==> src/rtl/core/jdnc_pkg.sv <==
// Shared constants, widths and helpers for the Julian day number converter.
// Used by jdnc_core and julian_day_number_conversion_top; no dependencies.

package jdnc_pkg;

  localparam int JDN_W  = 23;
  localparam int YEAR_W = 15;
  localparam int MON_W  = 4;
  localparam int DAYI_W = 6;
  localparam int DAYO_W = 5;

  localparam int PADDR_W = 2;
  localparam int PDATA_W = 32;

  localparam int REG_START = 0;
  localparam logic [PADDR_W-1:0] ADDR_START = PADDR_W'(4 * REG_START);

  localparam logic [JDN_W-1:0] START_RESET = 23'd2299161;

  localparam logic CMD_TO_DAY  = 1'b0;
  localparam logic CMD_TO_DATE = 1'b1;

  localparam logic [17:0] CYC_DAYS = 18'd146097;
  localparam logic [10:0] YR_DAYS  = 11'd1461;

  // Reciprocals: floor(x * K >> S) == floor(x / D) for x < 2**(S - clog2(D))
  localparam int S_HUN = 22;
  localparam logic [15:0] K_HUN = 16'(((64'd1 << S_HUN) + 64'd99) / 64'd100);
  localparam int S_CYC = 44;
  localparam logic [26:0] K_CYC = 27'(((64'd1 << S_CYC) + 64'd146096) / 64'd146097);
  localparam int S_YR = 37;
  localparam logic [26:0] K_YR = 27'(((64'd1 << S_YR) + 64'd1460) / 64'd1461);
  localparam int S_MO = 19;
  localparam logic [11:0] K_MO = 12'(((64'd1 << S_MO) + 64'd152) / 64'd153);

  // Days before month m of a March-based year, (153 * m + 2) / 5
  function automatic logic [8:0] mon_offset(input logic [3:0] m);
    logic [8:0] r;
    case (m)
      4'd0:    r = 9'd0;
      4'd1:    r = 9'd31;
      4'd2:    r = 9'd61;
      4'd3:    r = 9'd92;
      4'd4:    r = 9'd122;
      4'd5:    r = 9'd153;
      4'd6:    r = 9'd184;
      4'd7:    r = 9'd214;
      4'd8:    r = 9'd245;
      4'd9:    r = 9'd275;
      4'd10:   r = 9'd306;
      4'd11:   r = 9'd337;
      default: r = 9'd0;
    endcase
    return r;
  endfunction

endpackage

==> src/rtl/core/julian_day_number_conversion_top.sv <==
// Julian day number converter top level: cutover register and APB port.
// Depends on jdnc_pkg and jdnc_core.

// Converts a calendar date (cmd 0) to a Julian day number, or a Julian day
// number (cmd 1) back to year, month and day, switching between the Julian
// and Gregorian calendars at the day number held in gregorian_start_day
// (APB byte address 0, reset 2299161). The block takes one item every clock
// cycle while item_stall is low, and each result passes through the registered
// stages of the conversion pipeline. A stalled result holds the last stage and
// every full stage behind it; empty stages further back keep filling. Write the
// register only while no item is in flight.

module julian_day_number_conversion_top
  import jdnc_pkg::*;
(
  input  logic                     clk,
  input  logic                     rst,
  input  logic                     psel,
  input  logic                     penable,
  input  logic                     pwrite,
  input  logic [PADDR_W-1:0]       paddr,
  input  logic [PDATA_W-1:0]       pwdata,
  output logic [PDATA_W-1:0]       prdata,
  output logic                     pready,
  input  logic                     item_valid,
  output logic                     item_stall,
  input  logic                     cmd,
  input  logic signed [YEAR_W-1:0] year_in,
  input  logic [MON_W-1:0]         month_in,
  input  logic [DAYI_W-1:0]        day_in,
  input  logic [JDN_W-1:0]         day_number_in,
  output logic                     result_valid,
  input  logic                     result_stall,
  output logic [JDN_W-1:0]         day_number_out,
  output logic signed [YEAR_W-1:0] year_out,
  output logic [MON_W-1:0]         month_out,
  output logic [DAYO_W-1:0]        day_out,
  output logic                     bad_date
);

  logic [JDN_W-1:0] gregorian_start_day;
  logic             cfg_write;

  assign pready    = 1'b1;
  assign cfg_write = psel && penable && pwrite && pready && (paddr == ADDR_START);
  assign prdata    = (paddr == ADDR_START) ? PDATA_W'(gregorian_start_day) : '0;

  always_ff @(posedge clk) begin
    if (rst) begin
      gregorian_start_day <= START_RESET;
    end else if (cfg_write) begin
      gregorian_start_day <= pwdata[JDN_W-1:0];
    end
  end

  jdnc_core u_core (
    .clk            (clk),
    .rst            (rst),
    .start          (gregorian_start_day),
    .item_valid     (item_valid),
    .item_stall     (item_stall),
    .cmd            (cmd),
    .year_in        (year_in),
    .month_in       (month_in),
    .day_in         (day_in),
    .day_number_in  (day_number_in),
    .result_valid   (result_valid),
    .result_stall   (result_stall),
    .day_number_out (day_number_out),
    .year_out       (year_out),
    .month_out      (month_out),
    .day_out        (day_out),
    .bad_date       (bad_date)
  );

endmodule

==> src/rtl/core/jdnc_core.sv <==
// Seven-stage conversion pipeline, date to day number and day number to date.
// Depends on jdnc_pkg for widths, reciprocal constants and the month table.

module jdnc_core
  import jdnc_pkg::*;
(
  input  logic                     clk,
  input  logic                     rst,
  input  logic [JDN_W-1:0]         start,
  input  logic                     item_valid,
  output logic                     item_stall,
  input  logic                     cmd,
  input  logic signed [YEAR_W-1:0] year_in,
  input  logic [MON_W-1:0]         month_in,
  input  logic [DAYI_W-1:0]        day_in,
  input  logic [JDN_W-1:0]         day_number_in,
  output logic                     result_valid,
  input  logic                     result_stall,
  output logic [JDN_W-1:0]         day_number_out,
  output logic signed [YEAR_W-1:0] year_out,
  output logic [MON_W-1:0]         month_out,
  output logic [DAYO_W-1:0]        day_out,
  output logic                     bad_date
);

  logic [7:1] v;
  logic [7:1] adv;

  always_comb begin
    adv[7] = !v[7] || !result_stall;
    for (int k = 6; k >= 1; k--) begin
      adv[k] = !v[k] || adv[k+1];
    end
  end

  assign item_stall   = !adv[1];
  assign result_valid = v[7];

  always_ff @(posedge clk) begin
    if (rst) begin
      v <= '0;
    end else begin
      if (adv[1]) begin
        v[1] <= item_valid;
      end
      for (int k = 2; k <= 7; k++) begin
        if (adv[k]) begin
          v[k] <= v[k-1];
        end
      end
    end
  end

  // stage 1: month shift, year offset, cutover test
  logic              a_flag;
  logic [15:0]       y1;
  logic [3:0]        m0;
  logic [23:0]       ag1;
  logic [23:0]       cj1;

  logic              s1_cmd;
  logic              s1_bad;
  logic              s1_yneg;
  logic signed [15:0] s1_y;
  logic [14:0]       s1_ymag;
  logic [4:0]        s1_day;
  logic [8:0]        s1_t;
  logic              s1_greg;
  logic [23:0]       s1_ag;
  logic [23:0]       s1_cj;

  assign a_flag = month_in <= 4'd2;
  assign y1  = {year_in[YEAR_W-1], year_in} + 16'd4800 - 16'(a_flag);
  assign ag1 = {1'b0, day_number_in} + 24'd32044;
  assign cj1 = {1'b0, day_number_in} + 24'd32082;

  always_comb begin
    case (month_in)
      4'd0:    m0 = 4'd9;
      4'd1:    m0 = 4'd10;
      4'd2:    m0 = 4'd11;
      default: m0 = month_in - 4'd3;
    endcase
  end

  always_ff @(posedge clk) begin
    if (adv[1]) begin
      s1_cmd  <= cmd;
      s1_bad  <= day_in[5] || (month_in > 4'd12);
      s1_yneg <= y1[15];
      s1_y    <= y1;
      s1_ymag <= y1[15] ? 15'(-y1) : y1[14:0];
      s1_day  <= day_in[4:0];
      s1_t    <= mon_offset(m0);
      s1_greg <= day_number_in >= start;
      s1_ag   <= ag1;
      s1_cj   <= cj1;
    end
  end

  // stage 2: century quotient, day base, 400-year cycle quotient
  logic [30:0]        hun_prod;
  logic [52:0]        cyc_prod;
  logic signed [24:0] y_w;
  logic [24:0]        q4;
  logic signed [24:0] q4_w;
  logic signed [24:0] base2;

  logic              s2_cmd;
  logic              s2_bad;
  logic              s2_yneg;
  logic [7:0]        s2_q100;
  logic signed [24:0] s2_base;
  logic              s2_greg;
  logic [23:0]       s2_ag;
  logic [23:0]       s2_cj;
  logic [7:0]        s2_b;

  assign hun_prod = 31'(s1_ymag) * 31'(K_HUN);
  assign cyc_prod = 53'({s1_ag, 2'b11}) * 53'(K_CYC);
  assign y_w      = {{9{s1_y[15]}}, s1_y};
  assign q4       = {12'd0, s1_ymag[14:2]};
  assign q4_w     = s1_yneg ? -q4 : q4;
  assign base2    = y_w * 25'sd365 + q4_w + 25'(s1_day) + 25'(s1_t);

  always_ff @(posedge clk) begin
    if (adv[2]) begin
      s2_cmd  <= s1_cmd;
      s2_bad  <= s1_bad;
      s2_yneg <= s1_yneg;
      s2_q100 <= hun_prod[S_HUN+7:S_HUN];
      s2_base <= base2;
      s2_greg <= s1_greg;
      s2_ag   <= s1_ag;
      s2_cj   <= s1_cj;
      s2_b    <= cyc_prod[S_CYC+7:S_CYC];
    end
  end

  // stage 3: Gregorian day number, day within cycle
  logic [24:0]        hun;
  logic [24:0]        four;
  logic signed [24:0] hun_s;
  logic signed [24:0] four_s;
  logic [25:0]        cg_sub;
  logic [23:0]        cg;

  logic              s3_cmd;
  logic              s3_bad;
  logic signed [24:0] s3_base;
  logic signed [24:0] s3_jdg;
  logic [23:0]       s3_c;
  logic [7:0]        s3_b;

  assign hun    = {17'd0, s2_q100};
  assign four   = {19'd0, s2_q100[7:2]};
  assign hun_s  = s2_yneg ? -hun : hun;
  assign four_s = s2_yneg ? -four : four;
  assign cg_sub = 26'(s2_b) * 26'(CYC_DAYS);
  assign cg     = s2_ag - cg_sub[25:2];

  always_ff @(posedge clk) begin
    if (adv[3]) begin
      s3_cmd  <= s2_cmd;
      s3_bad  <= s2_bad;
      s3_base <= s2_base;
      s3_jdg  <= s2_base - hun_s + four_s - 25'sd32045;
      s3_c    <= s2_greg ? cg : s2_cj;
      s3_b    <= s2_greg ? s2_b : 8'd0;
    end
  end

  // stage 4: calendar pick and clamp, 4-year cycle quotient
  logic               use_jul;
  logic signed [24:0] jd_sel;
  logic [JDN_W-1:0]   jdn4;
  logic [52:0]        yr_prod;

  logic              s4_cmd;
  logic              s4_bad;
  logic [JDN_W-1:0]  s4_jdn;
  logic [23:0]       s4_c;
  logic [7:0]        s4_b;
  logic [14:0]       s4_d;

  assign use_jul = s3_jdg < $signed({2'b00, start});
  assign jd_sel  = use_jul ? s3_base - 25'sd32083 : s3_jdg;
  assign yr_prod = 53'({s3_c, 2'b11}) * 53'(K_YR);

  always_comb begin
    if (s3_bad || jd_sel[24]) begin
      jdn4 = '0;
    end else if (jd_sel[23]) begin
      jdn4 = '1;
    end else begin
      jdn4 = jd_sel[22:0];
    end
  end

  always_ff @(posedge clk) begin
    if (adv[4]) begin
      s4_cmd <= s3_cmd;
      s4_bad <= s3_bad;
      s4_jdn <= jdn4;
      s4_c   <= s3_c;
      s4_b   <= s3_b;
      s4_d   <= yr_prod[S_YR+14:S_YR];
    end
  end

  // stage 5: day within year
  logic [25:0] yd_sub;
  logic [23:0] e_full;

  logic              s5_cmd;
  logic              s5_bad;
  logic [JDN_W-1:0]  s5_jdn;
  logic [7:0]        s5_b;
  logic [14:0]       s5_d;
  logic [8:0]        s5_e;

  assign yd_sub = 26'(s4_d) * 26'(YR_DAYS);
  assign e_full = s4_c - yd_sub[25:2];

  always_ff @(posedge clk) begin
    if (adv[5]) begin
      s5_cmd <= s4_cmd;
      s5_bad <= s4_bad;
      s5_jdn <= s4_jdn;
      s5_b   <= s4_b;
      s5_d   <= s4_d;
      s5_e   <= e_full[8:0];
    end
  end

  // stage 6: March-based month
  logic [10:0] x3;
  logic [22:0] mo_prod;

  logic              s6_cmd;
  logic              s6_bad;
  logic [JDN_W-1:0]  s6_jdn;
  logic [7:0]        s6_b;
  logic [14:0]       s6_d;
  logic [8:0]        s6_e;
  logic [3:0]        s6_m;

  assign x3      = {s5_e, 2'b00} + 11'(s5_e) + 11'd2;
  assign mo_prod = 23'(x3) * 23'(K_MO);

  always_ff @(posedge clk) begin
    if (adv[6]) begin
      s6_cmd <= s5_cmd;
      s6_bad <= s5_bad;
      s6_jdn <= s5_jdn;
      s6_b   <= s5_b;
      s6_d   <= s5_d;
      s6_e   <= s5_e;
      s6_m   <= mo_prod[S_MO+3:S_MO];
    end
  end

  // stage 7: final date fields and result register
  logic               wrap;
  logic signed [16:0] yr;
  logic [YEAR_W-1:0]  yr_sat;
  logic [8:0]         dd;

  assign wrap = s6_m >= 4'd10;
  assign yr   = 17'(s6_b) * 17'd100 + 17'(s6_d) + 17'(wrap) - 17'd4800;
  assign dd   = s6_e - mon_offset(s6_m) + 9'd1;

  always_comb begin
    if (yr > 17'sd16383) begin
      yr_sat = 15'h3FFF;
    end else if (yr < -17'sd16384) begin
      yr_sat = 15'h4000;
    end else begin
      yr_sat = yr[14:0];
    end
  end

  always_ff @(posedge clk) begin
    if (adv[7]) begin
      if (s6_cmd == CMD_TO_DAY) begin
        day_number_out <= s6_jdn;
        bad_date       <= s6_bad;
        year_out       <= '0;
        month_out      <= '0;
        day_out        <= '0;
      end else begin
        day_number_out <= '0;
        bad_date       <= 1'b0;
        year_out       <= yr_sat;
        month_out      <= wrap ? s6_m - 4'd9 : s6_m + 4'd3;
        day_out        <= dd[4:0];
      end
    end
  end

`ifndef ASSERT_OFF
  a_empty_entry: assert property (@(posedge clk) disable iff (rst)
    !v[1] |-> !item_stall)
    else $error("entry stage empty but input stalled");

  a_bad_zero: assert property (@(posedge clk) disable iff (rst)
    (result_valid && bad_date) |->
      (day_number_out == '0 && year_out == '0 && month_out == '0 && day_out == '0))
    else $error("bad date result carries nonzero fields");

  a_date_range: assert property (@(posedge clk) disable iff (rst)
    (result_valid && month_out != '0) |->
      (month_out <= 4'd12 && day_out != '0 && day_number_out == '0 && !bad_date))
    else $error("date result out of range");

  a_split: assert property (@(posedge clk) disable iff (rst)
    result_valid |-> (day_number_out == '0 || month_out == '0))
    else $error("both directions present in one result");
`endif

endmodule

==> config.mk <==
export PLATFORM = sky130hd
export DESIGN_NAME = julian_day_number_conversion_top
export DESIGN_NICKNAME = d
export VERILOG_FILES = /design/src/rtl/core/jdnc_pkg.sv /design/src/rtl/core/julian_day_number_conversion_top.sv /design/src/rtl/core/jdnc_core.sv
export SDC_FILE = /design/constraint.sdc
export NUM_CORES = 2
export LEC_CHECK = 0
export CAP_MARGIN = 20
export CORE_MARGIN = 5
export CORE_UTILIZATION = 40
export DETAILED_ROUTE_END_ITERATION = 16
export DONT_BUFFER_PORTS = 1
export MAX_ROUTING_LAYER = met4
export SLEW_MARGIN = 20
export SYNTH_ARGS = -nofsm -noshare
export SYNTH_HDL_FRONTEND = slang
export SYNTH_SLANG_ARGS = --single-unit
==> constraint.sdc <==
create_clock -name clk -period 11.15 [get_ports clk]
set_clock_uncertainty 0.15 [all_clocks]
set_input_delay 2.23 -clock clk [delete_from_list [all_inputs] [get_ports clk]]
set_output_delay 2.23 -clock clk [all_outputs]
set_load 0.01 [all_outputs]
== After elaboration in Yosys (flattened, before gate mapping) ==
Memory sizes are Yosys's and may differ from the RTL's. A register that Yosys moved wholly into a read port is not among the register bits.
Index checks and enable logic that the tools add are counted.
Word-level totals
  memories kept: 2
  bits in read-only memories: 288
  input bits: 90
  register bits after elaboration: 514
  output and inout bits: 83
  logic and storage cells: 141
Operators by class
  reductions and logical operators: 24
  order comparisons: 7
  eq/ne operators: 2
  $add $sub $neg: 27
  bitwise operators: 1
  muxes and demuxes: 13
  multiply operators: 8
Memory list
  (name not given): depth 16, bits a word 9, read ports 1, clocked after Yosys merged registers in 1, wr ports 0, RTL line jdnc_pkg.sv:39  | case (m)
  (name not given): depth 16, bits a word 9, read ports 1, clocked after Yosys merged registers in 1, wr ports 0, RTL line jdnc_pkg.sv:39
Operators by type and width (number)
  25-bit two-way mux: 4
  26-bit by 27-bit multiplier with 52-bit output (second input constant): 1
  25-bit adder: 2
  25-bit by 16-bit subtractor with 25-bit output (second input constant): 2
  26-bit by 24-bit multiplier with 49-bit output (second input constant): 1
  23-bit by 15-bit adder with 24-bit output (second input constant): 2
  23-bit two-way mux: 2
  15-bit two-way mux: 2
  15-bit by 13-bit multiplier with 27-bit output (second input constant): 1
  8-bit by 18-bit multiplier with 26-bit output (second input constant): 1
  25-bit by 5-bit adder with 25-bit output: 1
  25-bit by 9-bit adder with 25-bit output: 1
  25-bit by 24-bit < comparator with 1-bit output: 1
  16-bit by 10-bit multiplier with 25-bit output (second input constant): 1
  13-bit negator with 25-bit output: 1
  6-bit negator with 25-bit output: 1
  8-bit negator with 25-bit output: 1
  25-bit subtractor: 1
  24-bit two-way mux: 1
  24-bit subtractor: 1
  23-bit >= comparator: 1
  11-bit by 12-bit multiplier with 23-bit output (second input constant): 1
  17-bit by 1-bit adder with 17-bit output: 1
  17-bit by 15-bit greater-than comparator with 1-bit output (second input constant): 1
  31 further kinds: 50

== Longest topological paths before layout ==
  depth in word-level cells: 9
  mapped depth: 33
  depth with buffers taken out: 33

== Cells and area by module ==
Synthesis repeated with hierarchy kept, for this count alone.
Unflattened totals
  cells, all modules: 5416
  area total of the unflattened synthesis: 59975.0 µm²
Modules (own cells, without submodules)
  jdnc_core: instances 1, cells each 5277, area an instance 58717.6 µm²
  julian_day_number_conversion_top: instances 1, cells each 139, area an instance 1257.5 µm²

== Least setup slack after synthesis ==
Ideal clock, no wire load.
  path type: input-to-output
  from: input result_stall
  to: output item_stall
  path slack: 2.400 ns
  data arrival time: 6.370 ns
  stages on the path: 6
  path through: and3_1 -> clkbuf_1 -> and3_1 -> clkbuf_1 -> nand4_1 -> inv_1
On the way
  word-level cells in the longest chain between the ends: 9
Ends and longest elaborated chain
  from (decl): RTL line julian_day_number_conversion_top.sv:33  | input logic result_stall,
  1-bit zero test: RTL line jdnc_core.sv:30  | adv[7] = !v[7] || !result_stall;
  1-bit logical OR: RTL line jdnc_core.sv:30
  1-bit logical OR (6 in series): RTL line jdnc_core.sv:32  | adv[k] = !v[k] || adv[k+1];
  1-bit zero test: RTL line jdnc_core.sv:36  | assign item_stall = !adv[1];
  to (decl): RTL line julian_day_number_conversion_top.sv:26  | output logic item_stall,
Every way passes these cells.

== Final worst setup path ==
  from: register u_core.s3_c[1]
  to: register u_core.s4_d[13], data pin
On the way
  word-level cells in the longest chain between the ends: 1
Ends and longest elaborated chain
  from (decl): RTL line jdnc_core.sv:152  | logic [23:0] s3_c;
  from (signal assigned): RTL line jdnc_core.sv:168  | s3_c <= s2_greg ? cg : s2_cj;
  26-bit by 27-bit multiplier with 52-bit output: RTL line jdnc_core.sv:188  | assign yr_prod = 53'({s3_c, 2'b11}) * 53'(K_YR);
  named net u_core.yr_prod[50]: RTL line jdnc_core.sv:177  | logic [52:0] yr_prod;
  to (signal assigned): RTL line jdnc_core.sv:207  | s4_d <= yr_prod[S_YR+14:S_YR];
  to (decl): RTL line jdnc_core.sv:184  | logic [14:0] s4_d;
The timed path passes the listed nets, and every way through them passes these cells.
A chain may end at the register's enable or synchronous reset.

==> out/metrics.csv <==
stage;metric;value;unit
synth;synth.distinct_cells;82;
sta;worst_pin_slew;1.01;ns
drt;wl_met3;5500;um
clock_network;hold_buffers;0;
critical_path;worstSetupEndpointType;flip-flop;
floorplan;die_h;395;um
critical_path;path_max_fanout;7;
grt;overflow;0;
job;maxCapViolCount;0;
synth;synth_seq_cells;524;
place;gp_congestion;0.922;
status;status;finished, final reports clean;
floorplan;die_w;395;um
final_layout;area_growth_syn_to_layout;7.43;%
clock_network;cts.sinks;524;
grt;first_global_vias;38900;
place;io_buffers;0;
grt;grt_max_degree;73;
synth;syn_inst;5318;
critical_path;critPathKind;flip-flop to flip-flop;
clock_network;htreeDepth;2;
drt;via_per_inst;4.93;
clock_network;insertion_delay;0.68;ns
synth;async_reset_ff_frac;0;
clock_network;ctsResizeCount;0;
sta;rsz0062_at_grt;false;
drt;route.detailed.wl_per_inst;18.6;um
sta;fmaxAchievable;0.122;GHz
final_layout;nFillCells;13900;
critical_path;crit_arrival;8.46;ns
drt;totalWireLength;136000;um
drt;vias;36100;
floorplan;core;0.147;mm2
final_layout;nets;7239;
sta;period_share;0.736;
final_layout;layout_commonest_cell;inv_1;
floorplan;die-area;0.156;mm2
synth;syn_area;0.0592;mm2
synth;synth_warnings;0;
final_layout;final_cell_mix;inv_1 (1,338), ha_1 (1,046), fa_1 (756), edfxtp_1 (489), xnor2_1 (217);
floorplan;initial_core_util;0.402;
min_path;holdPathStages;0;
critical_path;rr_worst_depth;24;
drt;drc;0;
sta;whs;0.254;ns
place;dp_hpwl;117000;um
sta;fin_crit;8.21;ns
synth;synth_edf_count;489;
clock_network;cts_setup_buffers;0;
sta;setup_violations;0;
sta;slew_headroom;0.324;
final_layout;final_util;0.431;
clock_network;cts_tree;built;
critical_path;required;11.41;ns
drt;routed.top_layer;met4;
synth;avgSynthCellArea;11.1;um2
grt;grtUsageTotal;0.185;
drt;drt-met1-wl;62500;um
final_layout;drive_gt1_frac;0.0356;
critical_path;cp-start-kind;flip-flop;
drt;antenna_violating_nets_post_route;0;
drt;drt_first_iter_violations;1764;
sta;fin_setup_tns;0;ns
synth;yosysSeqAreaShare;0.260;
clock_network;clockBufferDepth;3;
drt;route.met2.wl;64000;um
sta;drv_slew;0;
grt;antenna_found_initial;4;
clock_network;clock-root-buffer;clkbuf_16;
grt;grt_pass1_wl;219000;um
floorplan;io_pins;173;
drt;dr.pass1.iters;7;
sta;hold_viol_final;0;
synth;synth_ff_type;edfxtp_1;
floorplan;std_cell_rows;141;
place;dpl_cell_area;0.0615;mm2
clock_network;clk_pin_slew_worst_paths;0.06;ns
min_path;worstHoldPathType;flip-flop to flip-flop;
final_layout;stdcell_area;0.0636;mm2
clock_network;numCtsBuffers;60;
-- cell usage after synthesis (12+ instances only) --
library cell / number / area, um2
inv_1: 1339 / 5030
ha_1: 1046 / 13100
fa_1: 756 / 15100
edfxtp_1: 489 / 14700
xnor2_1: 217 / 1900
a21oi_1: 182 / 911
nor2_1: 159 / 597
nand2_1: 146 / 548
a21o_1: 96 / 721
o21ai_0: 87 / 435
xor2_1: 80 / 701
nor3_1: 68 / 340
nor2b_1: 57 / 357
nand3_1: 52 / 260
clkbuf_1: 38 / 143
dfxtp_1: 35 / 701
nand2b_1: 31 / 194
o21bai_1: 30 / 225
o21a_1: 29 / 218
nand4_1: 26 / 163
and3_1: 24 / 150
mux2_2: 24 / 270
or3_1: 22 / 138
a31oi_1: 20 / 125
and2_1: 20 / 125
a211o_1: 19 / 166
a211oi_1: 16 / 120
o221a_2: 14 / 158
o31ai_1: 12 / 90.1
-- cells by family (layout without fill, tap and decap cells) --
kind of cell	Yosys count	after routing	synth area share
flops	524	524	0.260
compound gates	614	614	0.0699
other cells	2	11	0.000127
buf+inv	1400	1473	0.0900
fa+ha+maj	1802	1802	0.477
simple gates	647	647	0.0538
mux	32	32	0.00592
xor+xnor	297	297	0.0439
-- layout make-up --
cell class,count,area (um2),area share
tap,1930,2410,0.0380
antenna,1,2.50,0.0000393
timing repair buffer,18,135,0.00212
clock buffer,65,1590,0.0251
inverter,1341,5030,0.0791
multi-input combinational,3402,38600,0.606
clock inverter,49,494,0.00777
sequential,524,15400,0.242
-- sequential cells by signal, summed over array words and instances, names as in the netlist, 24 cells and up, named ones only --
name / cells
u_core.s2_base: 25
u_core.s3_base: 25
u_core.s3_jdg: 25
u_core.s1_cj: 24
u_core.s2_cj: 24
u_core.s3_c: 24
-- per-stage QoR --
stage | instances | setup slack (ns)
after floorplan | 5326 | 2.40
after global placement | 7215 | 2.98
after detailed placement | 7215 | 2.93
after CTS | 7329 | 2.94
after global routing | 7329 | 2.57
final | 7330 | 2.94
-- worst paths after layout --
kind,startpoint,endpoint,slack [ns]
setup reg to reg,u_core.s3_c[1],u_core.s4_d[13],2.94
setup / recovery,u_core.s3_c[1],u_core.s4_d[13],2.94
hold reg to reg,u_core.s4_jdn[20],u_core.s5_jdn[20],0.25
hold / removal,u_core.s4_jdn[20],u_core.s5_jdn[20],0.25
-- worst max-delay path: stages, from the launching register on --
cell      delay [ns]
edfxtp_1        0.63
ha_1            0.54
inv_1           0.13
fa_1            0.49
inv_1           0.07
fa_1            0.50
inv_1           0.06
fa_1            0.54
inv_1           0.06
fa_1            0.47
inv_1           0.06
fa_1            0.55
inv_1           0.06
fa_1            0.47
ha_1            0.35
and3_1          0.21
a221oi_1        0.31
o22ai_1         0.19
o31ai_1         0.71
o211ai_1        0.32
a41o_1          0.36
o41ai_4         0.30
o21bai_1        0.14
a21oi_1         0.19
xnor2_1         0.11
-- per-layer routing --
layer	global-route usage	vias to the layer above
li1	-	17400
met1	0.247	17900
met2	0.300	649
met3	0.0208	159
met4	0.0515	0
met5	-	-
Power is left out: the tool's default activity adds up to more than one toggle a clock period on the data nets, which glitch-free logic cannot reach.
